## config.mk

```make
export PLATFORM = sky130hd
export DESIGN_NAME = escaped_delta_sample_decoder_unit
export DESIGN_NICKNAME = d
export VERILOG_FILES = /design/src/sv/edsd_pkg.sv /design/src/sv/edsd_front.sv /design/src/sv/edsd_queue.sv /design/src/sv/edsd_back.sv /design/src/sv/escaped_delta_sample_decoder_unit.sv
export SDC_FILE = /design/constraint.sdc
export NUM_CORES = 2
export LEC_CHECK = 0
export BUFFER_PORTS_ARGS = -buffer_cell sky130_fd_sc_hd__buf_2
export CAP_MARGIN = 5
export CORE_MARGIN = 4
export CORE_UTILIZATION = 25
export CTS_BUF_LIST = sky130_fd_sc_hd__clkbuf_4 sky130_fd_sc_hd__clkbuf_8 sky130_fd_sc_hd__clkbuf_16
export CTS_CLUSTER_DIAMETER = 60
export DETAILED_ROUTE_END_ITERATION = 10
export GPL_TIMING_DRIVEN = 0
export HOLD_SLACK_MARGIN = 0.08
export SETUP_SLACK_MARGIN = 0.02
export SKIP_LAST_GASP = 1
export SLEW_MARGIN = 10
export SYNTH_ARGS = -nofsm -noshare
export SYNTH_HDL_FRONTEND = slang
export SYNTH_HIERARCHICAL = 1
export SYNTH_SLANG_ARGS = --single-unit
```

## constraint.sdc

```tcl
create_clock -name clk -period 12.7 [get_ports clk]
set_input_delay 2.54 -clock clk [delete_from_list [all_inputs] [get_ports clk]]
set_output_delay 2.54 -clock clk [all_outputs]
set_load 0.01 [all_outputs]
```

## src/sv/edsd_pkg.sv

```systemverilog
// Shared types, constants and codes for the escaped delta sample decoder.
package edsd_pkg;

    // Default internal sample counter width
    localparam int COUNT_WIDTH_DEF = 24;

    // Field widths fixed by the interface
    localparam int DONE_W   = 24;
    localparam int CFG_IDX_W = 2;
    localparam int CFG_DATA_W = 32;

    // Configuration register indexes
    localparam logic [CFG_IDX_W-1:0] REG_FRAME_LENGTH = 2'd0;
    localparam logic [CFG_IDX_W-1:0] REG_MAX_BYTES    = 2'd1;
    localparam logic [CFG_IDX_W-1:0] REG_METHOD       = 2'd2;
    localparam logic [CFG_IDX_W-1:0] REG_GAIN         = 2'd3;

    // Configuration reset values
    localparam logic [23:0] FRAME_LENGTH_RST = 24'd1024;
    localparam logic [2:0]  MAX_BYTES_RST    = 3'd4;
    localparam logic        METHOD_RST       = 1'b0;
    localparam logic [31:0] GAIN_RST         = 32'h0001_0000;

    // Code sizes and methods
    localparam logic [2:0] MODE_ABS16  = 3'd2;
    localparam logic [2:0] MODE_FULL32 = 3'd4;
    localparam logic       METHOD_W32  = 1'b0;

    // Escape codes
    localparam logic [7:0]  ESC_BYTE = 8'h7F;
    localparam logic [15:0] ESC_WORD = 16'h7FFF;

    // Result kinds
    localparam logic KIND_SAMPLE = 1'b0;
    localparam logic KIND_REPORT = 1'b1;

    // Frame status codes
    localparam logic [1:0] STATUS_OK     = 2'd0;
    localparam logic [1:0] STATUS_UNUSED = 2'd1;
    localparam logic [1:0] STATUS_SHORT  = 2'd2;

    // Queue between front and back
    localparam int QUEUE_DEPTH = 4;
    localparam int QPTR_W      = $clog2(QUEUE_DEPTH);
    localparam int QCNT_W      = $clog2(QUEUE_DEPTH + 1);

    // Decode phase, one-hot
    typedef enum logic [3:0] {
        PH_IDLE = 4'b0001,
        PH_W16  = 4'b0010,
        PH_W32  = 4'b0100,
        PH_W24  = 4'b1000
    } phase_t;

    // Settings the front end needs for decoding
    typedef struct packed {
        logic [23:0] frame_length;
        logic [2:0]  max_bytes_mode;
        logic        method_select;
    } dec_cfg_t;

    // One decoded event: a sample, a report, or both
    typedef struct packed {
        logic              has_sample;
        logic              has_report;
        logic [31:0]       raw;
        logic [DONE_W-1:0] done;
        logic [1:0]        status;
        logic [31:0]       unused;
    } ev_t;

endpackage

```

## src/sv/edsd_front.sv

```systemverilog
// Front end: byte decoding phase machine, accumulator and frame bookkeeping.
module edsd_front #(
    parameter int COUNT_WIDTH = edsd_pkg::COUNT_WIDTH_DEF
) (
    input  logic               clk,
    input  logic               rst_n,
    input  logic               accept,
    input  logic [7:0]         data_byte,
    input  logic               last_byte,
    input  edsd_pkg::dec_cfg_t cfg,
    output logic               push,
    output edsd_pkg::ev_t      ev
);
    import edsd_pkg::*;

    logic [31:0]            acc_reg, acc_next;
    logic [COUNT_WIDTH-1:0] cnt_reg, cnt_next;
    phase_t                 ph_reg, ph_next;
    logic [31:0]            col_reg, col_next;
    logic [2:0]             ncol_reg, ncol_next;
    logic [31:0]            left_reg, left_next;

    logic                   emit;
    logic                   frame_full;
    logic [31:0]            col_ins;
    logic [2:0]             ncol_inc;
    logic [31:0]            word_sx;
    logic [31:0]            v24_sx;
    logic [1:0]             status;

    // Byte placed into the collector at the current byte position
    assign col_ins    = col_reg | (32'(data_byte) << {ncol_reg[1:0], 3'b000});
    assign ncol_inc   = ncol_reg + 3'd1;
    assign word_sx    = {{16{col_ins[15]}}, col_ins[15:0]};
    assign v24_sx     = {{8{col_ins[23]}}, col_ins[23:0]};
    assign frame_full = 32'(cnt_reg) >= 32'(cfg.frame_length);

    // Decode one byte
    always_comb
    begin
        acc_next  = acc_reg;
        cnt_next  = cnt_reg;
        ph_next   = ph_reg;
        col_next  = col_reg;
        ncol_next = ncol_reg;
        left_next = left_reg;
        emit      = 1'b0;
        case (ph_reg)
            PH_IDLE:
            begin
                if (frame_full)
                begin
                    if (left_reg != '1)
                    begin
                        left_next = left_reg + 32'd1;
                    end
                end
                else if (data_byte != ESC_BYTE)
                begin
                    acc_next = acc_reg + {{24{data_byte[7]}}, data_byte};
                    emit     = 1'b1;
                end
                else
                begin
                    ph_next   = PH_W16;
                    col_next  = '0;
                    ncol_next = '0;
                end
            end
            PH_W16:
            begin
                col_next  = col_ins;
                ncol_next = ncol_inc;
                if (ncol_inc >= 3'd2)
                begin
                    col_next  = '0;
                    ncol_next = '0;
                    if (cfg.max_bytes_mode == MODE_ABS16)
                    begin
                        acc_next = word_sx;
                        ph_next  = PH_IDLE;
                        emit     = 1'b1;
                    end
                    else if (col_ins[15:0] != ESC_WORD)
                    begin
                        acc_next = acc_reg + word_sx;
                        ph_next  = PH_IDLE;
                        emit     = 1'b1;
                    end
                    else if (cfg.method_select == METHOD_W32 ||
                             cfg.max_bytes_mode == MODE_FULL32)
                    begin
                        ph_next = PH_W32;
                    end
                    else
                    begin
                        ph_next = PH_W24;
                    end
                end
            end
            PH_W32:
            begin
                col_next  = col_ins;
                ncol_next = ncol_inc;
                if (ncol_inc >= 3'd4)
                begin
                    acc_next  = col_ins;
                    ph_next   = PH_IDLE;
                    col_next  = '0;
                    ncol_next = '0;
                    emit      = 1'b1;
                end
            end
            PH_W24:
            begin
                col_next  = col_ins;
                ncol_next = ncol_inc;
                if (ncol_inc >= 3'd3)
                begin
                    acc_next  = v24_sx;
                    ph_next   = PH_IDLE;
                    col_next  = '0;
                    ncol_next = '0;
                    emit      = 1'b1;
                end
            end
            default:
            begin
                ph_next   = PH_IDLE;
                col_next  = '0;
                ncol_next = '0;
            end
        endcase
        // The sample counter saturates
        if (emit && cnt_reg != '1)
        begin
            cnt_next = cnt_reg + 1'b1;
        end
    end

    // End-of-frame status from the state after this byte
    always_comb
    begin
        if (ph_next != PH_IDLE || 32'(cnt_next) < 32'(cfg.frame_length))
        begin
            status = STATUS_SHORT;
        end
        else if (left_next != '0)
        begin
            status = STATUS_UNUSED;
        end
        else
        begin
            status = STATUS_OK;
        end
    end

    // Event handed to the queue
    always_comb
    begin
        ev.has_sample = emit;
        ev.has_report = last_byte;
        ev.raw        = acc_next;
        ev.done       = DONE_W'(cnt_next);
        ev.status     = status;
        ev.unused     = left_next;
    end

    assign push = accept && (emit || last_byte);

    // State update; the last byte returns the frame state to reset
    always_ff @(posedge clk or negedge rst_n)
    begin
        if (!rst_n)
        begin
            acc_reg  <= '0;
            cnt_reg  <= '0;
            ph_reg   <= PH_IDLE;
            col_reg  <= '0;
            ncol_reg <= '0;
            left_reg <= '0;
        end
        else if (accept)
        begin
            if (last_byte)
            begin
                acc_reg  <= '0;
                cnt_reg  <= '0;
                ph_reg   <= PH_IDLE;
                col_reg  <= '0;
                ncol_reg <= '0;
                left_reg <= '0;
            end
            else
            begin
                acc_reg  <= acc_next;
                cnt_reg  <= cnt_next;
                ph_reg   <= ph_next;
                col_reg  <= col_next;
                ncol_reg <= ncol_next;
                left_reg <= left_next;
            end
        end
    end

endmodule

```

## src/sv/edsd_queue.sv

```systemverilog
// Short event queue between the decoding front end and the output back end.
module edsd_queue (
    input  logic          clk,
    input  logic          rst_n,
    input  logic          push,
    input  edsd_pkg::ev_t push_ev,
    input  logic          pop,
    output logic          full,
    output logic          not_empty,
    output edsd_pkg::ev_t head
);
    import edsd_pkg::*;

    ev_t               mem [QUEUE_DEPTH];
    logic [QPTR_W-1:0] wr_reg;
    logic [QPTR_W-1:0] rd_reg;
    logic [QCNT_W-1:0] cnt_reg;

    assign full      = cnt_reg == QCNT_W'(QUEUE_DEPTH);
    assign not_empty = cnt_reg != '0;
    assign head      = mem[rd_reg];

    // Storage
    always_ff @(posedge clk)
    begin
        if (push)
        begin
            mem[wr_reg] <= push_ev;
        end
    end

    // Pointers and fill count
    always_ff @(posedge clk or negedge rst_n)
    begin
        if (!rst_n)
        begin
            wr_reg  <= '0;
            rd_reg  <= '0;
            cnt_reg <= '0;
        end
        else
        begin
            if (push)
            begin
                wr_reg <= wr_reg + 1'b1;
            end
            if (pop)
            begin
                rd_reg <= rd_reg + 1'b1;
            end
            if (push && !pop)
            begin
                cnt_reg <= cnt_reg + 1'b1;
            end
            else if (pop && !push)
            begin
                cnt_reg <= cnt_reg - 1'b1;
            end
        end
    end

endmodule

```

## src/sv/edsd_back.sv

```systemverilog
// Back end: gain multiply stage and output register, one result item per cycle while out_stall is low.
module edsd_back (
    input  logic                        clk,
    input  logic                        rst_n,
    input  logic                        q_valid,
    input  edsd_pkg::ev_t               head,
    input  logic [31:0]                 gain_q16,
    output logic                        pop,
    output logic                        out_valid,
    input  logic                        out_stall,
    output logic                        item_kind,
    output logic signed [31:0]          raw_value,
    output logic signed [63:0]          scaled_value,
    output logic [1:0]                  frame_status,
    output logic [31:0]                 unused_count,
    output logic [edsd_pkg::DONE_W-1:0] samples_done,
    output logic                        run_last
);
    import edsd_pkg::*;

    logic               m_valid_reg;
    ev_t                m_ev_reg;
    logic signed [63:0] m_prod_reg;
    logic               m_sample_reg;

    logic               o_valid_reg;
    logic               o_kind_reg;
    logic [31:0]        o_raw_reg;
    logic [63:0]        o_scaled_reg;
    logic [1:0]         o_status_reg;
    logic [31:0]        o_unused_reg;
    logic [DONE_W-1:0]  o_done_reg;
    logic               o_last_reg;

    logic               o_free;
    logic               issue;
    logic               finish;
    logic signed [31:0] mul_a;
    logic signed [31:0] mul_b;
    logic signed [63:0] mul_p;

    assign mul_a = head.raw;
    assign mul_b = gain_q16;
    assign mul_p = mul_a * mul_b;

    // Handshake between the multiply stage and the output register
    assign o_free = !o_valid_reg || !out_stall;
    assign issue  = m_valid_reg && o_free;
    assign finish = issue && (!m_sample_reg || !m_ev_reg.has_report);
    assign pop    = q_valid && (!m_valid_reg || finish);

    // Multiply stage
    always_ff @(posedge clk or negedge rst_n)
    begin
        if (!rst_n)
        begin
            m_valid_reg  <= 1'b0;
            m_sample_reg <= 1'b0;
        end
        else if (pop)
        begin
            m_valid_reg  <= 1'b1;
            m_sample_reg <= head.has_sample;
        end
        else if (finish)
        begin
            m_valid_reg <= 1'b0;
        end
        else if (issue)
        begin
            m_sample_reg <= 1'b0;
        end
    end

    always_ff @(posedge clk)
    begin
        if (pop)
        begin
            m_ev_reg   <= head;
            m_prod_reg <= mul_p;
        end
    end

    // Output register valid
    always_ff @(posedge clk or negedge rst_n)
    begin
        if (!rst_n)
        begin
            o_valid_reg <= 1'b0;
        end
        else if (issue)
        begin
            o_valid_reg <= 1'b1;
        end
        else if (!out_stall)
        begin
            o_valid_reg <= 1'b0;
        end
    end

    // Output payload: the sample goes out before the report
    always_ff @(posedge clk)
    begin
        if (issue)
        begin
            o_done_reg <= m_ev_reg.done;
            if (m_sample_reg)
            begin
                o_kind_reg   <= KIND_SAMPLE;
                o_raw_reg    <= m_ev_reg.raw;
                o_scaled_reg <= m_prod_reg;
                o_status_reg <= STATUS_OK;
                o_unused_reg <= '0;
                o_last_reg   <= !m_ev_reg.has_report;
            end
            else
            begin
                o_kind_reg   <= KIND_REPORT;
                o_raw_reg    <= '0;
                o_scaled_reg <= '0;
                o_status_reg <= m_ev_reg.status;
                o_unused_reg <= m_ev_reg.unused;
                o_last_reg   <= 1'b1;
            end
        end
    end

    assign out_valid    = o_valid_reg;
    assign item_kind    = o_kind_reg;
    assign raw_value    = o_raw_reg;
    assign scaled_value = o_scaled_reg;
    assign frame_status = o_status_reg;
    assign unused_count = o_unused_reg;
    assign samples_done = o_done_reg;
    assign run_last     = o_last_reg;

endmodule

```

## src/sv/escaped_delta_sample_decoder_unit.sv

```systemverilog
// Escaped delta sample decoder: top level with configuration registers.
//
//   Channel   Handshake               Payload
//   input     in_valid / in_stall     data_byte, last_byte
//   output    out_valid / out_stall   item_kind, raw_value, scaled_value, frame_status,
//                                     unused_count, samples_done, run_last
//   config    cfg_write               cfg_index, cfg_data
//
// One byte is accepted per cycle while the four-entry event queue has room.
// A byte that yields one result passes through the queue, the multiply stage register and
// the output register; a byte with both a sample and a report yields the sample, then the report.
// The output register holds the item while out_stall is high; reset is
// asynchronous and restores the registers and frame state to their defaults.
module escaped_delta_sample_decoder_unit #(
    parameter int COUNT_WIDTH = edsd_pkg::COUNT_WIDTH_DEF
) (
    input  logic                            clk,
    input  logic                            rst_n,
    input  logic                            in_valid,
    output logic                            in_stall,
    input  logic [7:0]                      data_byte,
    input  logic                            last_byte,
    output logic                            out_valid,
    input  logic                            out_stall,
    output logic                            item_kind,
    output logic signed [31:0]              raw_value,
    output logic signed [63:0]              scaled_value,
    output logic [1:0]                      frame_status,
    output logic [31:0]                     unused_count,
    output logic [edsd_pkg::DONE_W-1:0]     samples_done,
    output logic                            run_last,
    input  logic                            cfg_write,
    input  logic [edsd_pkg::CFG_IDX_W-1:0]  cfg_index,
    input  logic [edsd_pkg::CFG_DATA_W-1:0] cfg_data
);
    import edsd_pkg::*;

    logic [23:0] frame_length_reg;
    logic [2:0]  max_bytes_reg;
    logic        method_reg;
    logic [31:0] gain_reg;

    dec_cfg_t    dec_cfg;
    logic        accept;
    logic        push;
    ev_t         push_ev;
    logic        pop;
    logic        q_full;
    logic        q_valid;
    ev_t         q_head;

    // Configuration registers
    always_ff @(posedge clk or negedge rst_n)
    begin
        if (!rst_n)
        begin
            frame_length_reg <= FRAME_LENGTH_RST;
            max_bytes_reg    <= MAX_BYTES_RST;
            method_reg       <= METHOD_RST;
            gain_reg         <= GAIN_RST;
        end
        else if (cfg_write)
        begin
            case (cfg_index)
                REG_FRAME_LENGTH: frame_length_reg <= cfg_data[23:0];
                REG_MAX_BYTES:    max_bytes_reg    <= cfg_data[2:0];
                REG_METHOD:       method_reg       <= cfg_data[0];
                REG_GAIN:         gain_reg         <= cfg_data;
                default:          ;
            endcase
        end
    end

    assign dec_cfg.frame_length   = frame_length_reg;
    assign dec_cfg.max_bytes_mode = max_bytes_reg;
    assign dec_cfg.method_select  = method_reg;

    // Input handshake
    assign in_stall = q_full;
    assign accept   = in_valid && !in_stall;

    edsd_front #(
        .COUNT_WIDTH (COUNT_WIDTH)
    ) u_front (
        .clk       (clk),
        .rst_n     (rst_n),
        .accept    (accept),
        .data_byte (data_byte),
        .last_byte (last_byte),
        .cfg       (dec_cfg),
        .push      (push),
        .ev        (push_ev)
    );

    edsd_queue u_queue (
        .clk       (clk),
        .rst_n     (rst_n),
        .push      (push),
        .push_ev   (push_ev),
        .pop       (pop),
        .full      (q_full),
        .not_empty (q_valid),
        .head      (q_head)
    );

    edsd_back u_back (
        .clk          (clk),
        .rst_n        (rst_n),
        .q_valid      (q_valid),
        .head         (q_head),
        .gain_q16     (gain_reg),
        .pop          (pop),
        .out_valid    (out_valid),
        .out_stall    (out_stall),
        .item_kind    (item_kind),
        .raw_value    (raw_value),
        .scaled_value (scaled_value),
        .frame_status (frame_status),
        .unused_count (unused_count),
        .samples_done (samples_done),
        .run_last     (run_last)
    );

endmodule
```

* Word level (Yosys, flattened, before mapping)
Memory sizes are Yosys's and may differ from the RTL's. Index checks and enable logic that the tools add are counted.
Word-level totals: output and inout bits 158, memories 1, memory bits (writable) 368, register bits 508, bits in latches 0, ROM bits 0
Operators by class: bitwise logic cells 2, magnitude comparators 5, shifts and indexed selects 1, add/subtract/negate cells 9, mux-type cells 61, $mul 1, eq/ne operators 19, divide/modulo/power cells 0, reductions and logical operators 34
Memories:
- u_queue.mem | words 4, width 92, read ports 1, clocked after Yosys merged registers in 0, write ports 1, RTL line edsd_queue.sv:14 | ev_t mem [QUEUE_DEPTH];
Operators with widths (number):
- $mux W32 | 18
- $pmux W32 S4 | 2
- $add A32 B32 Y32 | 2
- $mul A32 B32 Y64 | 1
- $mux W24 | 2
- $mux W4 | 9
- $add A32 B1 Y32 const B | 1
- $ne A32 B32 Y1 const B | 1
- $or A32 B32 Y32 | 1
- $reduce_bool A32 Y1 | 1
- $shl A8 B5 Y32 | 1
- $add A24 B1 Y24 const B | 1
- $ge A24 B24 Y1 | 1
- $lt A24 B24 Y1 | 1
- $mux W3 | 8
- $ne A24 B24 Y1 const B | 1
- $mux W1 | 18
- $ne A16 B15 Y1 const B | 1
- $pmux W4 S4 | 1
- $pmux W3 S4 | 1
- $reduce_and A2 Y1 | 5
- $logic_and A1 B1 Y1 | 8
- $logic_not A1 Y1 | 8
- $ne A8 B7 Y1 const B | 1
- 25 further kinds | 38

* Logic depth before layout (Yosys ltp)
depth after elaboration 13, gate-level depth with buffers 33, depth with buffers taken out 29

* Cells and area by module
The synthesis kept the hierarchy.
By module, submodules not included:
- edsd_back | area an instance 46469.6 sq um, times used 1, cells an instance 4335
- edsd_queue | area an instance 13735.7 sq um, times used 1, cells an instance 515
- edsd_front | area an instance 12320.6 sq um, times used 1, cells an instance 1527
- escaped_delta_sample_decoder_unit | area an instance 2263.4 sq um, times used 1, cells an instance 130

* Least setup slack after synthesis
OpenSTA, ideal clock, no wires.
path type register to register, from reg u_queue.rd_reg[0], to reg u_back.m_prod_reg[59] (data pin), arrival 8484 ps, stages on the path, launching flop included 30, buffers on the path 4, setup slack 3955 ps, cell sequence dfrtp_1 buf_6 buf_4 mux4_2 clkbuf_1 nand2_1 inv_1 fa_1 fa_1 fa_1 fa_1 inv_1 fa_1 inv_1 fa_1 inv_1 fa_1 inv_1 fa_1 ha_1 clkbuf_1 nand3_1 nor2_1 and3_2 a22oi_1 a31oi_2 o211ai_2 a21oi_2 nor4_1 a311o_1
RTL lines:
- start, declared | RTL line edsd_queue.sv:16 | logic [QPTR_W-1:0] rd_reg;
- start signal, assigned | RTL line edsd_queue.sv:49 | rd_reg <= rd_reg + 1'b1;
- end signal, assigned | RTL line edsd_back.sv:80 | m_prod_reg <= mul_p;
- end, declared | RTL line edsd_back.sv:23 | logic signed [63:0] m_prod_reg;

==> impl_results.md <==
* Initial antenna violation count at 38
* CP required at about 13 ns
* RePlAce Congestion at 1.01
* Initial core utilization at 0.252
* M1 wire length at 110 mm
* Slew @ Worst Pin at 1.38 ns
* H-tree levels at 3
* Total Neg Setup Slack at 0 ns
* Max clock buf depth at 3
* Vias per cell at 4.71
* Skew-Pair Late Insertion Delay at between 0.8 and 0.9 ns
* Register area at 25300 sq um
* CTS Sinks at ~880
* Slew margin rel. at 0.0816
* Hold Path Class: register to register
* Die X at roughly 550 um
* Total gr overflow at 0
* IO Port Bufs at roughly 210
* Yosys top cell by area: fa_1
* Syn_nets at 7943
* Top sig layer: met5
* First-pass GRT wire length at 385 mm
* # fillers at around 31000
* TritonCTS Buffers at 104
* Reg2Reg Launch Point: u_queue/rd_reg[1]$_DFFE_PN0P_
* CTS resizes at 0
* Residual DRC at 0
* RSZ-0062 raised after global routing: false
* CTS tree: built
* Slowest stage cell, crit path: fa_1
* DP Wirelength at 214 mm
* Synth unique cells at around 110
* Crit. End Element: register
* Final Cycle Share at 0.893
* I/O pin cnt at 206
* Routed len/inst at 24.7 um
* Nets at 8271
* Leading cell types in the layout, fill and taps excluded: fa_1, inv_1, edfxtp_1
* Met3 Wirelength at about 22 mm
* Hold_sp: u_back/m_ev_reg[42]$_DFFE_PP_
* Gr usage total at 0.173
* Clock Tree Root: clkbuf_16
* Seq/Total Area, Yosys at 0.339
* Worst hold stages at 0
* Maxcap violations at 0
* Final setup vio count at 0
* Commonest non-fill, non-tap cell in the layout: fa_1
* Area delta synth->final at 13.6%
* Post-synth design cell area at around 75000 sq um
* Tmin final at 11.34 ns
* Critical path peak fanout at 10
* Pin count of the biggest net entering global routing at 81
* Vias in the first global route at 53400
* Syn Area/Cell at 11.5 sq um
* DR pass1 iterations at 6
* Yosys top cell area share at 0.290
* Post-CTS Hold Buffers at 0
* Placed cells at 10700
* Share of layout cells above drive strength 1 at 0.0981
* FF-to-FF End: u_back/m_prod_reg[63]$_DFFE_PP_
* Slowest stage delay, CP at 0.90 ns
* Multi-input combinational cell area at ~44000 sq um
* Hold endpoint: u_back/samples_done[8]$_DFFE_PP_
* Status: finished clean
* Iteration-0 DRC Markers at around 4700
* Worst Path Class, Setup: register to register
* Die Y at about 550 um
* CP startpoint kind: register
* Vias at 51200
* Clk slew on worst S/H paths at ~0.060 ns
* Post-DRT Antenna Nets at 0
* Async set or reset register ratio after synthesis at 0.225
* Met2 routed WL at 123 mm
* Row count at 200
* YS warnings at 6
* R2R setup slack at 1.36 ns
* Max Freq at 0.0882 GHz
* Ranking of synthesized cells by area: fa_1, edfxtp_1, dfrtp_1
* Crit path top cell by count: fa_1
* FF+latch count, synth at 876
* Max reg flops at about 370
* Path depth of the worst reg2reg path at 30
* Post-synth EDFFs at roughly 680
* Crit path DAT at approximately 12 ns
* Post-CTS setup buffer count at 0
* Layout Skew at a little under 0.09 ns
* Core ar. at 297000 sq um
* Count of non-filler cells in the finished layout at 10900
* Cells after Synth at 6507
* Slew Limit Fails at 0
* Die area at approximately 310000 sq um
* Routed wire length at 269 mm
* Hold Fails Final Rpt at 0
* Top_reg_cell synth: edfxtp_1
[metal layers]
layer,global-route usage,up-vias
li1,-,21700
met1,0.223,26600
met4,0.0751,4
met2,0.277,2327
met5,0,-
met3,0.0396,517
[critical path: cells and delay by family, from the launching register on]
family | cells | cell delay, ns
AO/OA/AOI/OAI | 8 | 1.95
flip-flops | 1 | 0.36
multiplexers | 1 | 0.53
AND/OR/NAND/NOR | 1 | 0.31
buffers and inverters | 10 | 2.92
XOR/XNOR | 1 | 0.20
adder cells (fa/ha/maj) | 9 | 4.74
[area by class of cell]
| type | instances | area share |
|---|---|---|
| antenna | 15 | 0.000442 |
| buffer | 319 | 0.0167 |
| clock buffer | 115 | 0.0318 |
| clock inverter | 79 | 0.0125 |
| inverter | 1044 | 0.0461 |
| multi-input combinational | 4268 | 0.520 |
| sequential | 876 | 0.298 |
| tap | 3939 | 0.0580 |
| timing repair buffer | 222 | 0.0169 |
[synth_stat cells, types with 12 or more instances]
master / number
inv_1: 1042
mux4_2: 92
o21a_1: 16
o31ai_1: 23
clkbuf_1: 269
nand2_1: 664
nand2b_1: 25
and3_1: 29
a31oi_1: 23
nor3_1: 38
dfrtp_1: 193
nor2b_1: 54
edfxtp_1: 679
o21ai_0: 156
xor2_1: 74
buf_2: 26
a22o_1: 42
o21bai_1: 16
and2_1: 632
a21o_1: 90
o211ai_1: 20
nor2_1: 177
ha_1: 303
mux2_2: 63
a21oi_1: 197
fa_1: 1085
nand4_1: 33
nand3b_1: 12
nand3_1: 55
xnor2_1: 112
[worst max path at each step]
| stage | from | end | slack, ns | cells after the start |
|---|---|---|---|---|
| after global routing | u_queue/rd_reg[1]$_DFFE_PN0P_ | u_back/m_prod_reg[63]$_DFFE_PP_ | 0.96 | 30 |
| after detailed placement | u_queue/rd_reg[1]$_DFFE_PN0P_ | u_back/m_prod_reg[63]$_DFFE_PP_ | 1.53 | 30 |
| after floorplan | u_queue/rd_reg[0]$_DFFE_PN0P_ | u_back/m_prod_reg[59]$_DFFE_PP_ | 3.96 | 29 |
| after CTS | u_queue/rd_reg[1]$_DFFE_PN0P_ | u_back/m_prod_reg[63]$_DFFE_PP_ | 1.45 | 30 |
| final | u_queue/rd_reg[1]$_DFFE_PN0P_ | u_back/m_prod_reg[63]$_DFFE_PP_ | 1.36 | 30 |
| after global placement | u_queue/rd_reg[1]$_DFFE_PN0P_ | u_back/m_prod_reg[63]$_DFFE_PP_ | 1.57 | 30 |
[through the flow]
step	area [sq um]	hold WS, ns	worst slack [ns]	utilization
CTS	84900	0.420	1.45	0.286
finish	85000	0.419	1.36	0.286
floorplan	74800	0.400	3.96	-
global route	84900	0.426	0.958	0.286
global placement	80700	0.409	1.57	0.272
detailed placement	81200	0.406	1.53	0.273
[cell families after synthesis]
logic type,Yosys count,synth area share
muxes,162,0.0382
buffers and inverters,1363,0.0713
adders and majority gates,1388,0.341
and+or+nand+nor,1789,0.123
AOI/OAI and AO/OA,743,0.0665
DFF,876,0.339
xor gates and xnor gates,186,0.0218
Power is not shown: default switching activity piles up to over one toggle a cycle in this logic, so the estimate is an artifact.
